==> config.mk <==
export PLATFORM = sky130hd
export DESIGN_NAME = sorted_priority_queue
export DESIGN_NICKNAME = d
export VERILOG_FILES = /design/src/hw/rtl/spq_pkg.sv /design/src/hw/rtl/spq_cell.sv /design/src/hw/rtl/sorted_priority_queue.sv
export SDC_FILE = /design/constraint.sdc
export NUM_CORES = 2
export LEC_CHECK = 0
export ABC_AREA = 1
export BUFFER_PORTS_ARGS = -buffer_cell sky130_fd_sc_hd__buf_2
export CAP_MARGIN = 20
export CORE_ASPECT_RATIO = 1.2
export CORE_UTILIZATION = 35
export CTS_CLUSTER_SIZE = 10
export DETAILED_ROUTE_END_ITERATION = 16
export PLACE_DENSITY_LB_ADDON = 0.15
export SETUP_SLACK_MARGIN = 0.2
export SLEW_MARGIN = 10
export SYNTH_ARGS = -nofsm -noshare
export SYNTH_HDL_FRONTEND = slang
export SYNTH_SLANG_ARGS = --single-unit
==> constraint.sdc <==
create_clock -name clk -period 4.75 [get_ports clk]
set_clock_uncertainty 0.15 [all_clocks]
set_input_delay 0.95 -clock clk [delete_from_list [all_inputs] [get_ports clk]]
set_output_delay 0.95 -clock clk [all_outputs]
set_load 0.02 [all_outputs]
==> src/hw/rtl/spq_pkg.sv <==
package spq_pkg;

	// request kinds carried on s_tuser
	localparam logic [1:0] REQ_INSERT = 2'd0;
	localparam logic [1:0] REQ_REMOVE = 2'd1;
	localparam logic [1:0] REQ_FIND   = 2'd2;

	// fixed field widths on the ports
	localparam int REQ_W   = 2;
	localparam int FIELD_W = 32;
	localparam int POS_W   = 4;
	localparam int CNT_W   = 5;

	// result word layout, lowest bit up
	localparam int OUT_SUCCESS_LSB  = 0;
	localparam int OUT_POS_LSB      = OUT_SUCCESS_LSB + 1;
	localparam int OUT_OVF_LSB      = OUT_POS_LSB + POS_W;
	localparam int OUT_HEAD_LSB     = OUT_OVF_LSB + 1;
	localparam int OUT_HVALID_LSB   = OUT_HEAD_LSB + FIELD_W;
	localparam int OUT_CNT_LSB      = OUT_HVALID_LSB + 1;
	localparam int OUT_USED_W       = OUT_CNT_LSB + CNT_W;
	localparam int OUT_W            = ((OUT_USED_W + 7) / 8) * 8;

	// operation broadcast down the chain
	typedef struct packed {
		logic ins;
		logic rem;
	} spq_op_t;

endpackage

==> src/hw/rtl/spq_cell.sv <==
module spq_cell
	import spq_pkg::*;
#(
	parameter int VALUE_WIDTH = 32
) (
	input  logic                          clk,
	input  logic                          arst_n,
	input  spq_op_t                       op,
	input  logic signed [VALUE_WIDTH-1:0] key,
	input  logic signed [VALUE_WIDTH-1:0] prev_val,
	input  logic                          prev_occ,
	input  logic                          prev_fill,
	input  logic signed [VALUE_WIDTH-1:0] next_val,
	input  logic                          next_occ,
	output logic signed [VALUE_WIDTH-1:0] val,
	output logic signed [VALUE_WIDTH-1:0] val_d,
	output logic                          occ,
	output logic                          ge,
	output logic                          eq,
	output logic                          fill
);

	logic signed [VALUE_WIDTH-1:0] val_q;
	logic                          occ_q;
	logic                          occ_d;

	// key at or above the held value: insert point or shift region
	assign ge   = occ_q & (key >= val_q);
	assign eq   = occ_q & (key == val_q);
	assign fill = ge | ~occ_q;

	always_comb begin
		val_d = val_q;
		occ_d = occ_q;
		if (op.ins) begin
			if (fill) begin
				val_d = prev_fill ? prev_val : key;
			end
			occ_d = occ_q | prev_occ;
		end else if (op.rem) begin
			if (ge) begin
				val_d = next_val;
			end
			occ_d = next_occ;
		end
	end

	always_ff @(posedge clk) begin
		val_q <= val_d;
	end

	always_ff @(posedge clk or negedge arst_n) begin
		if (!arst_n) begin
			occ_q <= 1'b0;
		end else begin
			occ_q <= occ_d;
		end
	end

	assign val = val_q;
	assign occ = occ_q;

endmodule

==> src/hw/rtl/sorted_priority_queue.sv <==
// sorted priority queue: up to CAPACITY signed values kept largest first
//
// input channel s_*: one word per request. s_tuser holds the request kind
// (insert, remove first match, find first match); s_tdata holds the value.
// output channel m_*: exactly one result word per request, in order, giving
// success, match position, overflow, then head value, head-valid flag and
// element count as they stand after the request.
//
// the store is a row of CAPACITY identical cells. each cell compares the
// broadcast value with its own entry, and in the same cycle takes its
// neighbour's entry (shift towards the tail on insert, towards the head on
// remove), so a request finishes in the cycle it is accepted.
// the result word is valid in the cycle after the request is taken.
// throughput: one request per cycle unless the receiver stalls, set by the
// single compare-and-shift pass through the cell row and position encoder.
//
// reset empties the queue and drops any pending result word. the result
// sits in an output register; while the receiver stalls, a new request is
// still taken in the cycle the waiting word is taken, otherwise s_tready
// stays low and the queue holds.
module sorted_priority_queue
	import spq_pkg::*;
#(
	parameter int CAPACITY    = 16,
	parameter int VALUE_WIDTH = 32
) (
	input  logic               clk,
	input  logic               arst_n,
	input  logic               s_tvalid,
	output logic               s_tready,
	input  logic [FIELD_W-1:0] s_tdata,   // item_value
	input  logic [REQ_W-1:0]   s_tuser,   // req_type
	output logic               m_tvalid,
	input  logic               m_tready,
	output logic [OUT_W-1:0]   m_tdata    // success, match_position, overflow,
	                                      // head_value, head_valid, element_count
);

	localparam int PIW = (CAPACITY > 1) ? $clog2(CAPACITY) : 1;
	localparam int CIW = $clog2(CAPACITY + 1);

	logic                          accept;
	logic signed [VALUE_WIDTH-1:0] key;
	spq_op_t                       op;

	// chain taps, one per cell
	logic signed [VALUE_WIDTH-1:0] cell_val   [CAPACITY];
	logic signed [VALUE_WIDTH-1:0] cell_val_d [CAPACITY];
	logic [CAPACITY-1:0]           cell_occ;
	logic [CAPACITY-1:0]           cell_ge;
	logic [CAPACITY-1:0]           cell_eq;
	logic [CAPACITY-1:0]           cell_fill;
	logic [CAPACITY-1:0]           first_ge;

	logic [CIW-1:0]     count_q;
	logic [CIW-1:0]     count_d;
	logic               full;
	logic               found;
	logic [PIW-1:0]     pos;
	logic               is_ins;
	logic               is_rem;
	logic               is_find;
	logic               success;
	logic               overflow;
	logic [FIELD_W-1:0] head_field;

	logic               m_tvalid_q;
	logic [OUT_W-1:0]   m_tdata_q;

	assign s_tready = ~m_tvalid_q | m_tready;
	assign accept   = s_tvalid & s_tready;

	// bring the value to the internal width: sign extended when wider, truncated when narrower
	if (VALUE_WIDTH >= FIELD_W) begin : g_key_wide
		assign key        = VALUE_WIDTH'(signed'(s_tdata));
		assign head_field = (count_d != '0) ? cell_val_d[0][FIELD_W-1:0] : '0;
	end else begin : g_key_narrow
		assign key        = s_tdata[VALUE_WIDTH-1:0];
		assign head_field = (count_d != '0) ? FIELD_W'(cell_val_d[0]) : '0;
	end

	assign is_ins  = accept & (s_tuser == REQ_INSERT);
	assign is_rem  = accept & (s_tuser == REQ_REMOVE);
	assign is_find = accept & (s_tuser == REQ_FIND);

	assign full  = cell_occ[CAPACITY-1];
	assign found = |cell_eq;

	assign op.ins = is_ins & ~full;
	assign op.rem = is_rem & found;

	// the row of cells; the head end sees an occupied, non-filling neighbour
	for (genvar i = 0; i < CAPACITY; i++) begin : g_cell
		logic signed [VALUE_WIDTH-1:0] prev_val;
		logic                          prev_occ;
		logic                          prev_fill;
		logic signed [VALUE_WIDTH-1:0] next_val;
		logic                          next_occ;

		if (i == 0) begin : g_head
			assign prev_val  = key;
			assign prev_occ  = 1'b1;
			assign prev_fill = 1'b0;
		end else begin : g_mid
			assign prev_val  = cell_val[i-1];
			assign prev_occ  = cell_occ[i-1];
			assign prev_fill = cell_fill[i-1];
		end

		if (i == CAPACITY - 1) begin : g_tail
			assign next_val = key;
			assign next_occ = 1'b0;
		end else begin : g_inner
			assign next_val = cell_val[i+1];
			assign next_occ = cell_occ[i+1];
		end

		spq_cell #(
			.VALUE_WIDTH(VALUE_WIDTH)
		) u_cell (
			.clk      (clk),
			.arst_n   (arst_n),
			.op       (op),
			.key      (key),
			.prev_val (prev_val),
			.prev_occ (prev_occ),
			.prev_fill(prev_fill),
			.next_val (next_val),
			.next_occ (next_occ),
			.val      (cell_val[i]),
			.val_d    (cell_val_d[i]),
			.occ      (cell_occ[i]),
			.ge       (cell_ge[i]),
			.eq       (cell_eq[i]),
			.fill     (cell_fill[i])
		);

		// entries are sorted, so the ge flags form one run up to the last occupied cell
		if (i == 0) begin : g_edge0
			assign first_ge[i] = cell_ge[i];
		end else begin : g_edge
			assign first_ge[i] = cell_ge[i] & ~cell_ge[i-1];
		end
	end

	// position of the first match: the start of the ge run
	always_comb begin
		pos = '0;
		for (int i = 0; i < CAPACITY; i++) begin
			if (first_ge[i]) begin
				pos = pos | PIW'(i);
			end
		end
	end

	always_comb begin
		count_d = count_q;
		if (op.ins) begin
			count_d = count_q + CIW'(1);
		end else if (op.rem) begin
			count_d = count_q - CIW'(1);
		end
	end

	assign success  = op.ins | ((is_rem | is_find) & found);
	assign overflow = is_ins & full;

	always_ff @(posedge clk or negedge arst_n) begin
		if (!arst_n) begin
			count_q    <= '0;
			m_tvalid_q <= 1'b0;
		end else begin
			count_q <= count_d;
			if (accept) begin
				m_tvalid_q <= 1'b1;
			end else if (m_tready) begin
				m_tvalid_q <= 1'b0;
			end
		end
	end

	// result word, packed from the lowest bit up
	always_ff @(posedge clk) begin
		if (accept) begin
			m_tdata_q <= OUT_W'({
				CNT_W'(count_d),
				(count_d != '0),
				head_field,
				overflow,
				((is_rem | is_find) & found) ? POS_W'(pos) : POS_W'(0),
				success
			});
		end
	end

	assign m_tvalid = m_tvalid_q;
	assign m_tdata  = m_tdata_q;

endmodule

==> results.toml <==
[final_layout]
n_antenna_cell = 0
regArea_sq_um = 16900
stdcell_area_sq_um = 46800
syn2layout_area_growth_pct = 12.0
layout-drive-gt1-share_pct = 8.15
layout_common_cells = "o21ai_0, nand2_1, a21oi_1"
multi_input_area_sq_um = 21400
layout.nets = 5666
nFillCells = 12000
final_common_cell = "o21ai_0"

[worst_setup_path]
cp_max_fo = 31
cp_num_buf_inv = 2
crit_required_ns = 4.99
path_delay_family = "simple AND/OR/NAND/NOR gates"
cpMostUsedCell = "nand2_1"
cp-end-kind = "flop"
cp_cell_sequence = "buf_2 -> ha_1 -> a21oi_1 -> o21ai_0 -> nand2_1 -> nand3_1 -> a21oi_1 -> nand2_1 -> nand2_1 -> nand4_1 -> buf_4 -> nand2_1 -> nand3_1 -> nand2_1 -> a21oi_2"
critPathMaxStageDelay_ns = 0.45
worstSetupPathType = "in -> reg"
r2r_start = "g_cell[1].u_cell.val[13]"
start_kind = "input port"
crit_arrival_ns = 3.98
startpoint = "s_tdata[27]"
critPathSlowestCell = "buf_2"

[sta]
timing.fmax_mhz = 267
setup_viol = 0
drv_slew = 0
rsz0062_at_grt = "false"
relSlewSlack_pct = 44.7
hold_viol_final = 0
setup_ws_ns = 1.01
tns_ns = 0
fin_crit_ns = 3.74
worstMarginPinSlew_ns = 0.830
fin_crit_sh_pct = 78.8

[logic_synthesis]
synth-main-ff-cell = "edfxtp_1"
async_flop_share_pct = 3.81
netlist_instances = 5114
yosysTopAreaCellShare_pct = 37.6
synth_edf_count = 524
yosys.area_share.adder_pct = 15.4
synth.distinct_cells = 40
ys_ff_latch = 578
ys_seq_area_share_pct = 40.5
ys.warnings.count = 0
synthMuxAreaShare_pct = 0
netlist_area_sq_um = 41800
synth_top_family_by_area = "compound AO/OA/AOI/OAI gates"
synthTopCellsByArea = "edfxtp_1, ha_1, o21ai_0, a21oi_1, nand2_1"
synth-simple-area-share_pct = 12.8
synth-compound-area-share_pct = 22.4
avgSynthCellArea_sq_um = 8.18
yosys.area.top_type = "edfxtp_1"
synth-xor-area-share_pct = 0.0838

[power_and_ir_drop]
powerDensity_nw_per_um2 = 253
clkPwrFrac_pct = 44.2
peakVddDrop_mv = 0.228
combPwrFrac_pct = 9.3
p_leak_uw = 0.0199
p_sw_uw = 3120
sw_frac_of_total_pct = 26.3
internal_power_uw = 8740
seqPwrFrac_pct = 46.4

[placement]
hpwl_mm = 96.2
place_ws_ns = 0.303
place_congestion = 0.883
io_buffers = 83
placed_area_sq_um = 44700

[die]
ios = 88
coreArea_sq_um = 118000
floorplan.die_area_sq_um = 121000
num_rows = 138
start_util_pct = 35.4
die_x_microns = 318
chipHeight_microns = 381

[worst_hold_path]
hold_path_class = "in -> async"

[route]
ant_nets = 0
drc = 0
drt_wl_total_mm = 126
wl_per_cell_microns = 18.8
dr.pass1.iters = 5
vias = 35100
drt_iter0_drc = 2495
viasPerCell = 5.24

[global_routing]
grt_antenna_before_repair = 2
grt_overflow = 0
grt_pass1_vias = 34000
grt_start_max_net_pins = 132
grt_usage_pct = 20.6
grt_first_pass_wirelength_mm = 196

[clocking]
clk_latency_ns = 0.65
hold_buffers = 0
path_clk_slew_ns = 0.05
numClockSinks = 578
cts_buffer_depth = 3
ctsResizeCount = 0
h-tree-depth = 3
cts_made_buffers = 73
tritoncts = "yes"
post_cts_buffers = 0
cts_root_buffer = "clkbuf_16"

[flow_run]
cap_violations = 0

[run_status]
status = "complete, no violations"
[sequential cells by signal (all words and copies together) (netlist names)]
signal and count:
g_cell.u_cell.val 512, g_cell.u_cell.occ 16, count_q 5, m_tvalid 1, m_tdata 44
[power by group through the flow]
stage | clock [uW] | combinational [uW] | sequential [uW]
floorplan | 0 | 641 | 5630
global placement | 0 | 1100 | 5610
detailed placement | 0 | 1120 | 5610
CTS | 5400 | 1120 | 5500
global route | 5570 | 1250 | 5500
finish | 5250 | 1110 | 5500
[metrics by stage]
step                cells  utilization, %  power, uW  hold slack [ns]
floorplan            5117               -       6270            0.364
global placement     6579            37.8       6710            0.350
detailed placement   6579            37.8       6730            0.366
CTS                  6708            39.6      12000            0.221
global route         6708            39.6      12300            0.253
finish               6708            39.6      11900            0.243
[worst register-to-register path, stage by stage (launching register included)]
cell	delay, ns
edfxtp_1	0.47
inv_1	0.09
ha_1	0.23
a21oi_1	0.22
o21ai_0	0.12
a21o_1	0.20
o21ai_0	0.53
nand2_1	0.10
nand2_1	0.08
nand3_1	0.20
nor2_4	0.17
buf_12	0.28
a21oi_1	0.16
o21ai_0	0.11
o21ai_0	0.09
[cells in the mapped netlist, types with 26 or more instances]
cell type and number:
nand4_1 41, o21ai_0 965, clkbuf_1 185, dfxtp_1 32, nor2_1 243, a21oi_1 726, ha_1 514, nand3_1 138
nand2_1 735, inv_1 650, edfxtp_1 524, a21oi_2 29, nor3_1 26, buf_2 79, o21ai_1 47
[cell type report]
type / count / area share (%)
inverter: 652 / 5.24
tap: 1540 / 4.11
clock inverter: 16 / 0.240
sequential: 578 / 36.1
multi-input combinational: 3601 / 45.8
clock buffer: 113 / 4.31
timing repair buffer: 208 / 4.15
[path summary, 6_finish.rpt]
kind,endpoint,slack [ns],cells after the start
max,m_tdata[33],1.01,15
min,count_q[3],0.24,1
max reg2reg,g_cell[2].u_cell.val[19],1.28,14
min reg2reg,m_tvalid,0.38,2
max in group asynchronous,g_cell[13].u_cell.occ,3.65,1
min in group clk,m_tvalid,0.38,2
[kinds of logic (layout without fill, tap and decap cells)]
group                    Yosys count  count (layout)
buffers and inverters            938             989
other                              1               4
XOR/XNOR                           4               4
flip-flops                       578             578
adder cells (fa/ha/maj)          514             514
AND/OR/NAND/NOR                 1256            1256
AO/OA/AOI/OAI                   1823            1823
[layer usage]
layer	track usage, %	part of all wire (%)	wire [microns]
met1	27.4	46	58300
met2	35.0	47	59600
met3	2.40	4.2	5280
met4	6.32	2.4	3090
met5	0	0.017	21
Note: power is estimated with default switching activity, not from simulation.
